[src/rtl/mhpq_pkg.sv]
// Package for the max-heap priority queue: sizes, command and status codes,
// controller states and the controller/datapath command and status structs.
`timescale 1ns / 1ps
`default_nettype none
package mhpq_pkg;

    localparam int DEPTH     = 64;
    localparam int KEY_WIDTH = 32;
    localparam int ADDR_W    = $clog2(DEPTH);
    localparam int CNT_W     = $clog2(DEPTH + 1);
    localparam int CMD_W     = 2;
    localparam int STAT_W    = 2;
    localparam int LIMIT_W   = 7;
    localparam logic [LIMIT_W-1:0] LIMIT_RESET = LIMIT_W'(64);

    typedef enum logic [CMD_W-1:0] {
        CMD_INSERT  = 2'd0,
        CMD_EXTRACT = 2'd1,
        CMD_SEARCH  = 2'd2,
        CMD_CLEAR   = 2'd3
    } cmd_t;

    typedef enum logic [STAT_W-1:0] {
        ST_OK       = 2'd0,
        ST_FULL     = 2'd1,
        ST_EMPTY    = 2'd2,
        ST_NOTFOUND = 2'd3
    } status_t;

    // Address-select codes for the RAM port
    typedef enum logic [2:0] {
        AS_IDX,     // current index
        AS_PARENT,  // (j-1)/2
        AS_LEFT,    // 2j+1
        AS_RIGHT,   // 2j+2
        AS_SCAN,    // scan pointer
        AS_LAST,    // count-1 (after decrement: count)
        AS_BIG      // selected child
    } asel_t;

    typedef enum logic [4:0] {
        S_IDLE,
        S_INS_WR,       // increment count; j is at count
        S_UP_RDP,       // read parent
        S_UP_CMP,       // compare key vs parent
        S_UP_WRJ,       // write parent into j
        S_EX_RD0,       // read root
        S_EX_RDL,       // read last
        S_EX_WAITL,
        S_DN_RDL,       // read left child
        S_DN_RDR,       // read right child
        S_DN_WAITR,
        S_DN_CMP,
        S_DN_WRJ,       // write child into j
        S_FIN_WR,       // write moving key at final j
        S_SR_RD,
        S_SR_CMP,
        S_MN_RD,        // min scan
        S_MN_CMP,
        S_OUT
    } state_t;

    typedef struct packed {
        logic  ram_we;
        asel_t asel;
        logic  wsel_mov;   // write moving key (1) or held data (0)
        logic  set_mov_key;      // moving key := input key
        logic  set_mov_rd;       // moving key := read data
        logic  set_val_rd;       // result value := read data
        logic  set_val_key;
        logic  clr_val;
        logic  cnt_inc;
        logic  cnt_dec;
        logic  cnt_clr;
        logic  j_zero;
        logic  j_to_cnt;
        logic  j_to_parent;
        logic  j_to_big;
        logic  hold_rd;          // hold := read data (parent/child)
        logic  lchild_cap;       // left child := read data
        logic  scan_clr;
        logic  scan_inc;
        logic  min_first;        // min := read data
        logic  min_upd;          // min := min(min, read)
        logic  min_zero;
        logic  max_cap;          // max := read data
        logic  max_zero;
        logic  set_status;
        status_t status;
    } dp_cmd_t;

    typedef struct packed {
        logic ins_full;
        logic empty;
        logic j_root;            // j == 0
        logic up_gt;             // moving key > parent
        logic has_left;
        logic has_right;
        logic right_gt;          // right > left
        logic child_gt;          // selected child > moving key
        logic scan_done;
        logic match;
    } dp_stat_t;

endpackage
`default_nettype wire

[src/rtl/mhpq_ram.sv]
// Generic single-port RAM with registered read.
// Stand-alone; no package use.
`timescale 1ns / 1ps
`default_nettype none
module mhpq_ram #(
    parameter int WIDTH = 32,
    parameter int DEPTH = 64
) (
    input  wire logic                     clk,
    input  wire logic                     we,
    input  wire logic [$clog2(DEPTH)-1:0] addr,
    input  wire logic [WIDTH-1:0]         wdata,
    output logic      [WIDTH-1:0]         rdata
);
    logic [WIDTH-1:0] mem [DEPTH];

    always_ff @(posedge clk)
    begin
        if (we)
        begin
            mem[addr] <= wdata;
        end
        rdata <= mem[addr];
    end
endmodule
`default_nettype wire

[src/rtl/mhpq_datapath.sv]
// Datapath of the heap: key RAM, indices, count, moving key, min/max, result.
// Depends on mhpq_pkg and mhpq_ram.
`timescale 1ns / 1ps
`default_nettype none
module mhpq_datapath (
    input  wire logic                           clk,
    input  wire logic                           rst_n,
    input  wire logic [mhpq_pkg::KEY_WIDTH-1:0] in_key,
    input  wire logic [mhpq_pkg::LIMIT_W-1:0]   limit,
    input  wire mhpq_pkg::dp_cmd_t              cmd,
    output mhpq_pkg::dp_stat_t                  stat,
    output logic [mhpq_pkg::KEY_WIDTH-1:0]      res_value,
    output logic [mhpq_pkg::STAT_W-1:0]         res_status,
    output logic [mhpq_pkg::CNT_W-1:0]          res_count,
    output logic [mhpq_pkg::KEY_WIDTH-1:0]      res_max,
    output logic [mhpq_pkg::KEY_WIDTH-1:0]      res_min
);
    import mhpq_pkg::*;

    logic [CNT_W-1:0]     cnt_reg;
    logic [ADDR_W-1:0]    j_reg, scan_reg, big_reg;
    logic [KEY_WIDTH-1:0] mov_reg, hold_reg, left_reg, val_reg, min_reg, max_reg;
    logic [STAT_W-1:0]    status_reg;
    logic [ADDR_W-1:0]    addr, parent_idx, left_idx, right_idx, last_idx;
    logic [CNT_W:0]       left_w, right_w;
    logic [KEY_WIDTH-1:0] rdata, wdata;
    logic [CNT_W-1:0]     eff_limit;

    // index arithmetic
    assign parent_idx = (j_reg - ADDR_W'(1)) >> 1;
    assign left_w     = (CNT_W+1)'({j_reg, 1'b0}) + (CNT_W+1)'(1);
    assign right_w    = (CNT_W+1)'({j_reg, 1'b0}) + (CNT_W+1)'(2);
    assign left_idx   = left_w[ADDR_W-1:0];
    assign right_idx  = right_w[ADDR_W-1:0];
    assign last_idx   = cnt_reg[ADDR_W-1:0];

    always_comb
    begin
        unique case (cmd.asel)
            AS_IDX:    addr = j_reg;
            AS_PARENT: addr = parent_idx;
            AS_LEFT:   addr = left_idx;
            AS_RIGHT:  addr = right_idx;
            AS_SCAN:   addr = scan_reg;
            AS_LAST:   addr = last_idx;
            AS_BIG:    addr = big_reg;
            default:   addr = j_reg;
        endcase
    end

    assign wdata = cmd.wsel_mov ? mov_reg : hold_reg;

    mhpq_ram #(.WIDTH(KEY_WIDTH), .DEPTH(DEPTH)) u_ram (
        .clk   (clk),
        .we    (cmd.ram_we),
        .addr  (addr),
        .wdata (wdata),
        .rdata (rdata)
    );

    // effective limit = min(limit, DEPTH)
    assign eff_limit = (32'(limit) < DEPTH) ? CNT_W'(limit) : CNT_W'(DEPTH);

    // status toward the controller; search compares against the captured key
    always_comb
    begin
        stat.ins_full  = (cnt_reg >= eff_limit);
        stat.empty     = (cnt_reg == '0);
        stat.j_root    = (j_reg == '0);
        stat.up_gt     = $signed(mov_reg) > $signed(rdata);
        stat.has_left  = (left_w < (CNT_W+1)'(cnt_reg));
        stat.has_right = (right_w < (CNT_W+1)'(cnt_reg));
        stat.right_gt  = $signed(rdata) > $signed(left_reg);
        stat.child_gt  = $signed(hold_reg) > $signed(mov_reg);
        stat.scan_done = ((CNT_W)'(scan_reg) + CNT_W'(1)) >= cnt_reg;
        stat.match     = (rdata == mov_reg);
    end

    // count register
    always_ff @(posedge clk or negedge rst_n)
    begin
        if (!rst_n)
        begin
            cnt_reg <= '0;
        end
        else if (cmd.cnt_clr)
        begin
            cnt_reg <= '0;
        end
        else if (cmd.cnt_inc)
        begin
            cnt_reg <= cnt_reg + CNT_W'(1);
        end
        else if (cmd.cnt_dec)
        begin
            cnt_reg <= cnt_reg - CNT_W'(1);
        end
    end

    // result and summary registers (min starts at zero after reset)
    always_ff @(posedge clk or negedge rst_n)
    begin
        if (!rst_n)
        begin
            min_reg    <= '0;
            max_reg    <= '0;
            val_reg    <= '0;
            status_reg <= ST_OK;
        end
        else
        begin
            if (cmd.min_zero)
            begin
                min_reg <= '0;
            end
            else if (cmd.min_first)
            begin
                min_reg <= rdata;
            end
            else if (cmd.min_upd && ($signed(rdata) < $signed(min_reg)))
            begin
                min_reg <= rdata;
            end
            if (cmd.max_zero)
            begin
                max_reg <= '0;
            end
            else if (cmd.max_cap)
            begin
                max_reg <= rdata;
            end
            if (cmd.clr_val)
            begin
                val_reg <= '0;
            end
            else if (cmd.set_val_rd)
            begin
                val_reg <= rdata;
            end
            else if (cmd.set_val_key)
            begin
                val_reg <= mov_reg;
            end
            if (cmd.set_status)
            begin
                status_reg <= cmd.status;
            end
        end
    end

    // working registers
    always_ff @(posedge clk)
    begin
        if (cmd.j_zero)
        begin
            j_reg <= '0;
        end
        else if (cmd.j_to_cnt)
        begin
            j_reg <= last_idx;
        end
        else if (cmd.j_to_parent)
        begin
            j_reg <= parent_idx;
        end
        else if (cmd.j_to_big)
        begin
            j_reg <= big_reg;
        end
        if (cmd.set_mov_key)
        begin
            mov_reg <= in_key;
        end
        else if (cmd.set_mov_rd)
        begin
            mov_reg <= rdata;
        end
        if (cmd.hold_rd)
        begin
            hold_reg <= rdata;
        end
        if (cmd.lchild_cap)
        begin
            left_reg <= rdata;
            hold_reg <= rdata;
            big_reg  <= left_idx;
        end
        else if (cmd.hold_rd && cmd.asel == AS_RIGHT)
        begin
            big_reg <= right_idx;
        end
        if (cmd.scan_clr)
        begin
            scan_reg <= '0;
        end
        else if (cmd.scan_inc)
        begin
            scan_reg <= scan_reg + ADDR_W'(1);
        end
    end

    assign res_value  = val_reg;
    assign res_status = status_reg;
    assign res_count  = cnt_reg;
    assign res_max    = max_reg;
    assign res_min    = min_reg;
endmodule
`default_nettype wire

[src/rtl/mhpq_ctrl.sv]
// Controller state machine of the heap: sequences sift-up, sift-down,
// search and min scan over the single RAM port. Depends on mhpq_pkg.
`timescale 1ns / 1ps
`default_nettype none
module mhpq_ctrl (
    input  wire logic                       clk,
    input  wire logic                       rst_n,
    input  wire logic                       in_valid,
    output logic                            in_ready,
    input  wire logic [mhpq_pkg::CMD_W-1:0] in_cmd,
    output logic                            out_valid,
    input  wire logic                       out_ready,
    input  wire mhpq_pkg::dp_stat_t         stat,
    output mhpq_pkg::dp_cmd_t               cmd
);
    import mhpq_pkg::*;

    state_t state_reg, state_next;
    logic   acc;
    logic   first_scan_reg;

    assign acc = in_valid && in_ready;

    always_ff @(posedge clk or negedge rst_n)
    begin
        if (!rst_n)
        begin
            state_reg <= S_IDLE;
        end
        else
        begin
            state_reg <= state_next;
        end
    end

    always_comb
    begin
        state_next = state_reg;
        cmd        = '0;
        cmd.asel   = AS_IDX;
        cmd.status = ST_OK;
        in_ready   = 1'b0;
        out_valid  = 1'b0;
        unique case (state_reg)
            S_IDLE:
            begin
                in_ready = 1'b1;
                if (acc)
                begin
                    cmd.clr_val    = 1'b1;
                    cmd.set_status = 1'b1;
                    cmd.set_mov_key = 1'b1;
                    cmd.scan_clr   = 1'b1;
                    unique case (cmd_t'(in_cmd))
                        CMD_INSERT:
                        begin
                            if (stat.ins_full)
                            begin
                                cmd.status = ST_FULL;
                                state_next = S_OUT;
                            end
                            else
                            begin
                                cmd.j_to_cnt = 1'b1;
                                state_next   = S_INS_WR;
                            end
                        end
                        CMD_EXTRACT:
                        begin
                            if (stat.empty)
                            begin
                                cmd.status = ST_EMPTY;
                                state_next = S_OUT;
                            end
                            else
                            begin
                                cmd.j_zero = 1'b1;
                                state_next = S_EX_RD0;
                            end
                        end
                        CMD_SEARCH:
                        begin
                            if (stat.empty)
                            begin
                                cmd.status = ST_EMPTY;
                                state_next = S_OUT;
                            end
                            else
                            begin
                                cmd.status = ST_NOTFOUND;
                                state_next = S_SR_RD;
                            end
                        end
                        CMD_CLEAR:
                        begin
                            cmd.cnt_clr  = 1'b1;
                            cmd.min_zero = 1'b1;
                            cmd.max_zero = 1'b1;
                            state_next   = S_OUT;
                        end
                        default: state_next = S_OUT;
                    endcase
                end
            end
            // insert: sift up from slot count by moving parents down until the key's
            // slot is found, then write the key there
            S_INS_WR:
            begin
                cmd.cnt_inc = 1'b1;
                state_next  = S_UP_RDP;
            end
            S_UP_RDP:
            begin
                if (stat.j_root)
                begin
                    state_next = S_FIN_WR;
                end
                else
                begin
                    cmd.asel   = AS_PARENT;
                    state_next = S_UP_CMP;
                end
            end
            S_UP_CMP:
            begin
                if (stat.up_gt)
                begin
                    cmd.hold_rd = 1'b1;
                    state_next  = S_UP_WRJ;
                end
                else
                begin
                    state_next = S_FIN_WR;
                end
            end
            S_UP_WRJ:
            begin
                cmd.ram_we      = 1'b1;
                cmd.asel        = AS_IDX;
                cmd.j_to_parent = 1'b1;
                state_next      = S_UP_RDP;
            end
            // extract: root out, last entry becomes the moving key
            S_EX_RD0:
            begin
                cmd.asel    = AS_IDX;
                cmd.j_zero  = 1'b1;
                cmd.cnt_dec = 1'b1;
                state_next  = S_EX_RDL;
            end
            S_EX_RDL:
            begin
                cmd.set_val_rd = 1'b1;
                cmd.asel       = AS_LAST;
                state_next     = S_EX_WAITL;
            end
            S_EX_WAITL:
            begin
                cmd.set_mov_rd = 1'b1;
                state_next     = S_DN_RDL;
            end
            S_DN_RDL:
            begin
                if (stat.has_left)
                begin
                    cmd.asel   = AS_LEFT;
                    state_next = S_DN_RDR;
                end
                else
                begin
                    state_next = S_FIN_WR;
                end
            end
            S_DN_RDR:
            begin
                cmd.lchild_cap = 1'b1;
                if (stat.has_right)
                begin
                    cmd.asel   = AS_RIGHT;
                    state_next = S_DN_WAITR;
                end
                else
                begin
                    state_next = S_DN_CMP;
                end
            end
            S_DN_WAITR:
            begin
                if (stat.right_gt)
                begin
                    cmd.hold_rd = 1'b1;
                    cmd.asel    = AS_RIGHT;
                end
                state_next = S_DN_CMP;
            end
            S_DN_CMP:
            begin
                state_next = stat.child_gt ? S_DN_WRJ : S_FIN_WR;
            end
            S_DN_WRJ:
            begin
                cmd.ram_we   = 1'b1;
                cmd.asel     = AS_IDX;
                cmd.j_to_big = 1'b1;
                state_next   = S_DN_RDL;
            end
            S_FIN_WR:
            begin
                cmd.ram_we   = 1'b1;
                cmd.wsel_mov = 1'b1;
                cmd.asel     = AS_IDX;
                cmd.scan_clr = 1'b1;
                state_next   = S_MN_RD;
            end
            // search scan over live entries
            S_SR_RD:
            begin
                cmd.asel   = AS_SCAN;
                state_next = S_SR_CMP;
            end
            S_SR_CMP:
            begin
                if (stat.match)
                begin
                    cmd.set_val_key = 1'b1;
                    cmd.set_status  = 1'b1;
                    cmd.status      = ST_OK;
                    cmd.scan_clr    = 1'b1;
                    state_next      = S_MN_RD;
                end
                else if (stat.scan_done)
                begin
                    cmd.scan_clr = 1'b1;
                    state_next   = S_MN_RD;
                end
                else
                begin
                    cmd.scan_inc = 1'b1;
                    state_next   = S_SR_RD;
                end
            end
            // min and max refresh over live entries
            S_MN_RD:
            begin
                if (stat.empty)
                begin
                    cmd.min_zero = 1'b1;
                    cmd.max_zero = 1'b1;
                    state_next   = S_OUT;
                end
                else
                begin
                    cmd.asel   = AS_SCAN;
                    state_next = S_MN_CMP;
                end
            end
            S_MN_CMP:
            begin
                if (stat.scan_done)
                begin
                    state_next = S_OUT;
                end
                else
                begin
                    state_next = S_MN_RD;
                end
                cmd.scan_inc = 1'b1;
                // first entry of the min scan is the root: seeds min and max
                cmd.min_first = first_scan_reg;
                cmd.min_upd   = !first_scan_reg;
                cmd.max_cap   = first_scan_reg;
            end
            S_OUT:
            begin
                out_valid = 1'b1;
                if (out_ready)
                begin
                    state_next = S_IDLE;
                end
            end
            default: state_next = S_IDLE;
        endcase
    end

    // marks the first entry of the min scan
    always_ff @(posedge clk or negedge rst_n)
    begin
        if (!rst_n)
        begin
            first_scan_reg <= 1'b0;
        end
        else if (state_reg == S_MN_CMP)
        begin
            first_scan_reg <= 1'b0;
        end
        else if (state_next == S_MN_RD && state_reg != S_MN_CMP)
        begin
            first_scan_reg <= 1'b1;
        end
    end
endmodule
`default_nettype wire

[src/rtl/max_heap_priority_queue_top.sv]
// Channel   Signals                                   Direction
// request   in_valid/in_ready, cmd, key               in
// result    out_valid/out_ready, value, status,
//           occupancy, max_value, min_value           out
// config    capacity_limit_we, capacity_limit_wdata   in
//
// One request at a time through a single-port key RAM. Insert sifts up level
// by level; extract sifts down level by level; search scans entry by entry.
// Insert, extract and search then rescan live entries for min/max; clear and
// refused requests do not. Slowest case is a search miss on a full heap. Reset
// empties the heap at once. A stalled result holds; the next request is taken
// after it leaves.
// Depends on mhpq_pkg, mhpq_ctrl, mhpq_datapath, mhpq_ram.
`timescale 1ns / 1ps
`default_nettype none
module max_heap_priority_queue_top (
    input  wire logic                           clk,
    input  wire logic                           rst_n,
    input  wire logic                           in_valid,
    output logic                                in_ready,
    input  wire logic [mhpq_pkg::CMD_W-1:0]     cmd,
    input  wire logic [mhpq_pkg::KEY_WIDTH-1:0] key,
    output logic                                out_valid,
    input  wire logic                           out_ready,
    output logic [mhpq_pkg::KEY_WIDTH-1:0]      value,
    output logic [mhpq_pkg::STAT_W-1:0]         status,
    output logic [mhpq_pkg::LIMIT_W-1:0]        occupancy,
    output logic [mhpq_pkg::KEY_WIDTH-1:0]      max_value,
    output logic [mhpq_pkg::KEY_WIDTH-1:0]      min_value,
    input  wire logic                           capacity_limit_we,
    input  wire logic [mhpq_pkg::LIMIT_W-1:0]   capacity_limit_wdata
);
    import mhpq_pkg::*;

    logic [LIMIT_W-1:0] limit_reg;
    dp_cmd_t            dcmd;
    dp_stat_t           dstat;
    logic [CNT_W-1:0]   count;

    // capacity register
    always_ff @(posedge clk or negedge rst_n)
    begin
        if (!rst_n)
        begin
            limit_reg <= LIMIT_RESET;
        end
        else if (capacity_limit_we)
        begin
            limit_reg <= capacity_limit_wdata;
        end
    end

    mhpq_ctrl u_ctrl (
        .clk       (clk),
        .rst_n     (rst_n),
        .in_valid  (in_valid),
        .in_ready  (in_ready),
        .in_cmd    (cmd),
        .out_valid (out_valid),
        .out_ready (out_ready),
        .stat      (dstat),
        .cmd       (dcmd)
    );

    mhpq_datapath u_dp (
        .clk        (clk),
        .rst_n      (rst_n),
        .in_key     (key),
        .limit      (limit_reg),
        .cmd        (dcmd),
        .stat       (dstat),
        .res_value  (value),
        .res_status (status),
        .res_count  (count),
        .res_max    (max_value),
        .res_min    (min_value)
    );

    assign occupancy = LIMIT_W'(count);

    // never ready while a result waits
    a_excl: assert property (@(posedge clk) disable iff (!rst_n) !(in_ready && out_valid))
        else $error("ready while result pending");
    // occupancy never exceeds depth
    a_occ: assert property (@(posedge clk) disable iff (!rst_n) count <= CNT_W'(DEPTH))
        else $error("occupancy overflow");
    // an empty heap reports zero max and min
    a_empty: assert property (@(posedge clk) disable iff (!rst_n)
        (out_valid && count == '0) |-> (max_value == '0 && min_value == '0))
        else $error("empty heap with nonzero max/min");
    // a refused insert leaves occupancy unchanged
    a_full: assert property (@(posedge clk) disable iff (!rst_n)
        (out_valid && status == ST_FULL) |-> $stable(count))
        else $error("refused insert changed occupancy");
endmodule
`default_nettype wire
[config.mk]
export PLATFORM = sky130hd
export DESIGN_NAME = max_heap_priority_queue_top
export DESIGN_NICKNAME = d
export VERILOG_FILES = /design/src/rtl/mhpq_pkg.sv /design/src/rtl/mhpq_ram.sv /design/src/rtl/mhpq_datapath.sv /design/src/rtl/mhpq_ctrl.sv /design/src/rtl/max_heap_priority_queue_top.sv
export SDC_FILE = /design/constraint.sdc
export NUM_CORES = 2
export LEC_CHECK = 0
export CAP_MARGIN = 40
export CORE_UTILIZATION = 45
export CTS_CLUSTER_DIAMETER = 60
export DETAILED_ROUTE_END_ITERATION = 6
export DONT_BUFFER_PORTS = 1
export PLACE_DENSITY_LB_ADDON = 0.1
export REMOVE_ABC_BUFFERS = 1
export SYNTH_ARGS = -nofsm -noshare
export SYNTH_HDL_FRONTEND = slang
export SYNTH_SLANG_ARGS = --single-unit
[constraint.sdc]
create_clock -name clk -period 14.05 [get_ports clk]
set_input_delay 3.5125 -clock clk [delete_from_list [all_inputs] [get_ports clk]]
set_output_delay 3.5125 -clock clk [all_outputs]
set_load 0.03 [all_outputs]
After elaboration in Yosys (flattened, before gate mapping)

Memory sizes are Yosys's and may differ from the RTL's. A register that Yosys moved wholly into a read port is not among the register bits.
Index checks and enable logic that the tools add are counted.

Flip-flop bits (word level): 232
Latch bits: 0
Bits in writable memories: 2048
Memory bits (read-only): 0
Output and inout port bits: 107
Word-level logic and storage cells: 177
Memories: 1

Add/subtract/negate cells: 7
$mul: 0
Divide/modulo/power cells: 0
Magnitude comparators: 9
Equal/unequal tests: 30
Shifts and indexed selects: 0
Mux-type cells: 95
Bitwise logic cells: 0
Reduce and logical (&&, ||, !) cells: 21

Memory list:

| name           | words | bits a word | read ports | clocked after Yosys merged registers in | wr ports | RTL line       | RTL |
|---|---|---|---|---|---|---|---|
| u_dp.u_ram.mem | 64    | 32          | 1          | 1                                       | 1        | mhpq_ram.sv:15 | `logic [WIDTH-1:0] mem [DEPTH];` |

Operators with widths:

| kind                                                             | number |
|---|---|
| 32-bit 2-to-1 mux                                                | 13 |
| 32-bit > comparator                                              | 3 |
| 5-bit one-hot mux with 17 select lines                           | 1 |
| 5-bit by 4-bit == test with 1-bit output (second input constant) | 8 |
| 1-bit 2-to-1 mux                                                 | 40 |
| 6-bit one-hot mux with 6 select lines                            | 1 |
| 5-bit 2-to-1 mux                                                 | 7 |
| 32-bit == test                                                   | 1 |
| 32-bit < comparator                                              | 1 |
| 6-bit 2-to-1 mux                                                 | 5 |
| 7-bit 2-to-1 mux                                                 | 4 |
| 3-bit one-hot mux with 7 select lines                            | 1 |
| 5-bit by 3-bit == test with 1-bit output (second input constant) | 4 |
| 5-bit == test (second input constant)                            | 4 |
| 5-bit one-hot mux with 4 select lines                            | 1 |
| 8-bit by 7-bit < comparator with 1-bit output                    | 2 |
| 7-bit >= comparator                                              | 2 |
| 2-bit 2-to-1 mux                                                 | 7 |
| 3-bit 2-to-1 mux                                                 | 4 |
| 4-bit 2-to-1 mux                                                 | 3 |
| 3-bit nonzero test                                               | 4 |
| 5-bit by 2-bit == test with 1-bit output (second input constant) | 2 |
| 1-bit one-hot mux with 2 select lines                            | 5 |
| 2-bit nonzero test                                               | 5 |
| 26 further kinds                                                 | 34 |

Depth between registers and ports, before layout

Depth in word-level cells: 11
Mapped depth: 23

Modules after synthesis

A second synthesis with hierarchy kept.

Cells, all modules: 6016
Area total of the unflattened synthesis: 93753.7 um2

Modules (own cells, without submodules):

| module                      | instances | cells each | area each (um2) | seq. area each (um2) |
|---|---|---|---|---|
| mhpq_ram                    | 1         | 4507       | 78731.8         | 62139.6 |
| mhpq_datapath               | 1         | 1356       | 13764.5         | 5930.7 |
| mhpq_ctrl                   | 1         | 138        | 964.7           | 150.1 |
| max_heap_priority_queue_top | 1         | 15         | 292.8           | 176.4 |

Worst setup path after synthesis

Ideal clock, no wire load.

Path kind: register to register
Start: reg u_dp.j_reg[0]
End: mem u_dp.u_ram.mem[14][0], enable pin
Setup time: 0.421 ns
Arrival time: 5.287 ns
Data required time: 13.629 ns
Path slack: 8.342 ns
Stages on the path, launching flop included: 18
Path buffers: 5
Clock period less this slack: 5.708 ns
Cell sequence: dfxtp_1 -> clkbuf_1 -> inv_1 -> ha_1 -> ha_1 -> o21ai_0 -> a21oi_1 -> o31ai_1 -> nand2_1 -> o221a_2 -> o211a_4 -> buf_6 -> nor3_2 -> buf_4 -> buf_2 -> buf_2 -> nand2_1 -> nor2_1

Cells in the longest elaborated chain, start to end: 6
Elaborated cells on any way between the ends: 17
Classes of those cells: add/sub: 3; order compare: 2; eq/ne: 6; mux: 5; reduce/logical: 1

Ends and longest elaborated chain:

| element                                                                                                 | RTL line                                 | RTL |
|---|---|---|
| from (decl)                                                                                             | mhpq_datapath.sv:21                      | `logic [ADDR_W-1:0] j_reg, scan_reg, big_reg;` |
| from (signal assigned)                                                                                  | mhpq_datapath.sv:160                     | `j_reg <= last_idx;` |
| from (signal assigned)                                                                                  | mhpq_datapath.sv:164                     | `j_reg <= parent_idx;` |
| from (signal assigned)                                                                                  | mhpq_datapath.sv:168                     | `j_reg <= big_reg;` |
| 7-bit by 2-bit adder with 8-bit output / 7-bit by 1-bit adder with 8-bit output (equally long branches) | mhpq_datapath.sv:32, mhpq_datapath.sv:31 |  |
| 8-bit by 7-bit < comparator with 1-bit output (on tied branches)                                        | mhpq_datapath.sv:72, mhpq_datapath.sv:71 |  |
| 2-bit 2-to-1 mux (on tied branches)                                                                     | mhpq_ctrl.sv:177, mhpq_ctrl.sv:164       |  |
| 3-bit one-hot mux with 7 select lines                                                                   | mhpq_ctrl.sv:44                          | `unique case (state_reg)` |
| 3-bit == test (tied with other cells)                                                                   | mhpq_datapath.sv:39                      | `unique case (cmd.asel)` |
| 6-bit one-hot mux with 6 select lines *                                                                 | mhpq_datapath.sv:39                      |  |
| to (decl)                                                                                               | mhpq_ram.sv:15                           |  |

Every way passes the cells marked *; elsewhere a longest branch is shown, timed or not.

Worst setup path in the final report

Start: reg u_dp.u_ram.rdata[7] (read register of u_dp.u_ram.mem)
End: reg u_dp.u_ram.rdata[20] (read register of u_dp.u_ram.mem)

Cells in the longest elaborated chain, start to end: 5
Elaborated cells on any way between the ends: 10
Classes of those cells: order compare: 1; eq/ne: 6; mux: 3

Ends and longest elaborated chain:

| element                                 | RTL line            | RTL |
|---|---|---|
| from (decl)                             | mhpq_ram.sv:13      | `output logic [WIDTH-1:0] rdata` |
| 32-bit > comparator *                   | mhpq_datapath.sv:73 | `stat.right_gt = $signed(rdata) > $signed(left_reg);` |
| 2-bit 2-to-1 mux *                      | mhpq_ctrl.sv:189    | `if (stat.right_gt)` |
| 3-bit one-hot mux with 7 select lines * | mhpq_ctrl.sv:44     |  |
| 3-bit == test (tied with other cells)   | mhpq_datapath.sv:39 |  |
| 6-bit one-hot mux with 6 select lines * | mhpq_datapath.sv:39 |  |

Marks and branches as above.
A chain may end at the register's enable or synchronous reset.

==> results.md <==
* Status: complete, no violations
* Combinational family with the most area after synthesis: compound AO/OA/AOI/OAI gates
* Hold Buf Count CTS at 0
* Routability Congestion at 0.887
* Synth Area in Compound Gates at 0.108
* Worst-path clk slew at about 0.06 ns
* Synth Flop Type: edfxtp_1
* Worst Hold Class: reg2reg
* Synth Register Bits at 2312
* CP Capture Type: flop
* Max Cap Viol at 0
* Post-Synth XOR/XNOR Area at 0.00237
* Via count at 59500
* Area taken by multi-input logic gates at 22400 um2
* Met3 usage at 0.0642
* Unrepaired setup endpoints after global routing: false
* Area delta synth->final at 13.9%
* Met1 Use GR at 0.435
* Avg Inst Size Synth at around 15 um2
* Synth top area share at 0.699
* Post-Route Setup TNS at 0 ns
* Critical path launch point type: flop
* # Post-CTS Setup Buffers at 0
* Global routing met2 resource utilization at 0.475
* Register area share after synthesis at 0.740
* Cell taking the most area after synthesis: edfxtp_1
* Worst ir drop on vdd at 128 uV
* Drt drc at 0
* Pwr/cell area at 132 nW/um2
* Initial antenna violation count at 24
* Main area contributors after synthesis: edfxtp_1 70%, nand2_1 4.0%, dfrtp_1 3.2%
* Aggregate global routing overflow at 0
* Post-Synth Simple-Gate Area at 0.0821
* Dpl hpwl at between 150000 and 200000 um
* Die area at slightly above 200000 um2
* CTS tree: yes
* Actual slew at the worst max-slew pin at 1.30 ns
* Tcrit/Tclk final at 0.567
* Clk root buf: clkbuf_16
* Clock latency on the worst-skew pair at 0.91 ns
* Final antenna-violating net count at 0
* Clock Skews at ~0.070 ns
* Fin util at 0.518
* Cts repair resizes at 0
* DR WL/cell at 34.7 um
* Most flops, register: u_dp.u_ram.mem
* Post-synthesis mux area share at 0.0194
* Post-Synth Adder-Cell Area at 0.0220
* Final Hold Vio Count at 0
* Final #Nets at 6640
* Synth Instances at 6342
* Fmax at 125 MHz
* Setup Crit Path Kind: reg2reg
* Die H at 455 um
* Drt first pass iters at 7
* Top-count cell post-synth: edfxtp_1
* First-pass GRT wire length at 446000 um
* Share of post-route cells with drive strength above 1 at 0.117
* Final setup viols at 0
* CTS Buf Count at 237
* Area of the core at 203000 um2
* Max FFs per register at 2048
* GR peak layer: met2
* Final-report max-slew violation count at 0
* Minimum clock period at 7.97 ns
* Post-synth cell types at 90
* I/O pin cnt at 153
* Largest net degree at the start of global routing at 139
* Gr usage total at 0.309
* Crit path DAT at 8.57 ns
* Starting Density at 0.455
* Ys async rst share at 0.0510
* Rel. slew slack at 0.131
* WL final at ~320000 um
* Port Buffers at 0
* Leakage at 39.9 nW
* Vias per inst at 6.39
* Fillers at 16900
* Initial DRC count at 9489
* Vias in the first global route at 55800
* Worst EP required at 14.65 ns
* H-tree Lvls at 4
* Crit path max fanout at 62
* Sequential cell area at slightly below 70000 um2
* Mapped Area at between 90000 and 100000 um2
* CTS sink cnt at 2312
* Synth warn at 0
* Commonest cells post-synth: 2150 x edfxtp_1, 975 x nand2_1, 356 x nand3_1
* Hold WS at about 0.50 ns
* Die Wd at 455 um
* EDFF count, synth at 2150
* Std-Cell Rows at 165
* CTS max path bufs at 3
-- report_power, final --
part           internal (mW)  switching, mW  total (mW)
Sequential              7.41       0.000932        7.41
Clock                   3.75           2.75        6.50
Combinational        0.00518        0.00415     0.00933
Total                   11.2           2.76        13.9
-- layer usage --
layer	vias to the layer above	part of all wire
li1	24900	-
met1	30400	0.40
met2	3701	0.45
met3	524	0.11
met4	6	0.036
met5	-	0.00013
-- stage by stage --
step	power, mW	setup slack [ns]	instance area, um2	instances
floorplan	7.57	-5.60	90600	5946
CTS	14.0	6.47	105000	9307
global placement	7.57	5.26	96300	8812
detailed placement	7.57	6.49	97200	8860
finish	13.9	6.08	105000	9317
global route	14.2	6.08	105000	9313
-- final timing paths --
path | startpoint | slack [ns] | end | cells past startpoint
max | u_dp.u_ram.rdata[7] | 6.08 | u_dp.u_ram.rdata[20] | 16
min | limit_reg[0] | 0.50 | limit_reg[0] | 1
max reg2reg | u_dp.u_ram.rdata[7] | 6.08 | u_dp.u_ram.rdata[20] | 16
min reg2reg | limit_reg[0] | 0.50 | limit_reg[0] | 1
max in group asynchronous | rst_n | 11.43 | u_dp.res_value[8] | 0
min in group asynchronous | rst_n | 2.32 | limit_reg[4] | 0
-- placed cells by master (no fill, tap or decap), types with 41 or more instances in the layout --
cell type	netlist	final
dfrtp_1	117	117
dfxtp_1	44	44
o21ai_0	211	208
and3_1	43	42
clkbuf_1	151	46
a222oi_1	118	118
clkinv_2	0	41
nor2_1	182	108
o22ai_1	80	80
nor2_4	0	73
nand4_1	50	50
buf_4	17	191
a22oi_1	153	153
edfxtp_1	2150	2150
a221oi_1	171	170
a21oi_1	246	246
a31oi_1	66	65
a21o_1	60	60
inv_1	143	143
nand3_1	356	353
clkinv_1	0	49
clkbuf_16	0	239
mux2i_1	123	123
ha_1	161	161
nand2_1	975	971
-- worst max-delay path: stages (launching register included) --
cell and delay (ns):
dfxtp_1 0.65, ha_1 0.35, a21oi_1 0.14, o21ai_0 0.15
a221oi_1 0.82, a31oi_1 0.29, o311ai_1 0.83, o211a_4 0.54
buf_4 0.55, nor2_4 0.13, buf_12 0.29, buf_4 0.35
buf_4 0.34, a221oi_1 0.35, o211ai_1 0.12, a222oi_1 1.13
nand3_1 0.45
-- kinds of logic (layout without fill, tap and decap cells) --
| logic type | count (synthesis) | count (layout) |
|---|---|---|
| compound gates | 1390 | 1390 |
| other cells | 0 | 5 |
| fa+ha+maj | 162 | 162 |
| mux | 173 | 173 |
| xor+xnor | 25 | 25 |
| simple gates | 1740 | 1740 |
| buf+inv | 540 | 838 |
| flops | 2312 | 2312 |
-- final cells by class --
type | instances | area share
antenna | 5 | 0.000119
timing repair buffer | 247 | 0.0237
multi-input combinational | 3490 | 0.213
clock buffer | 294 | 0.0597
tap | 2672 | 0.0318
inverter | 144 | 0.00514
sequential | 2312 | 0.650
clock inverter | 153 | 0.0166
No activity file was read; power rests on OpenSTA's default activity.
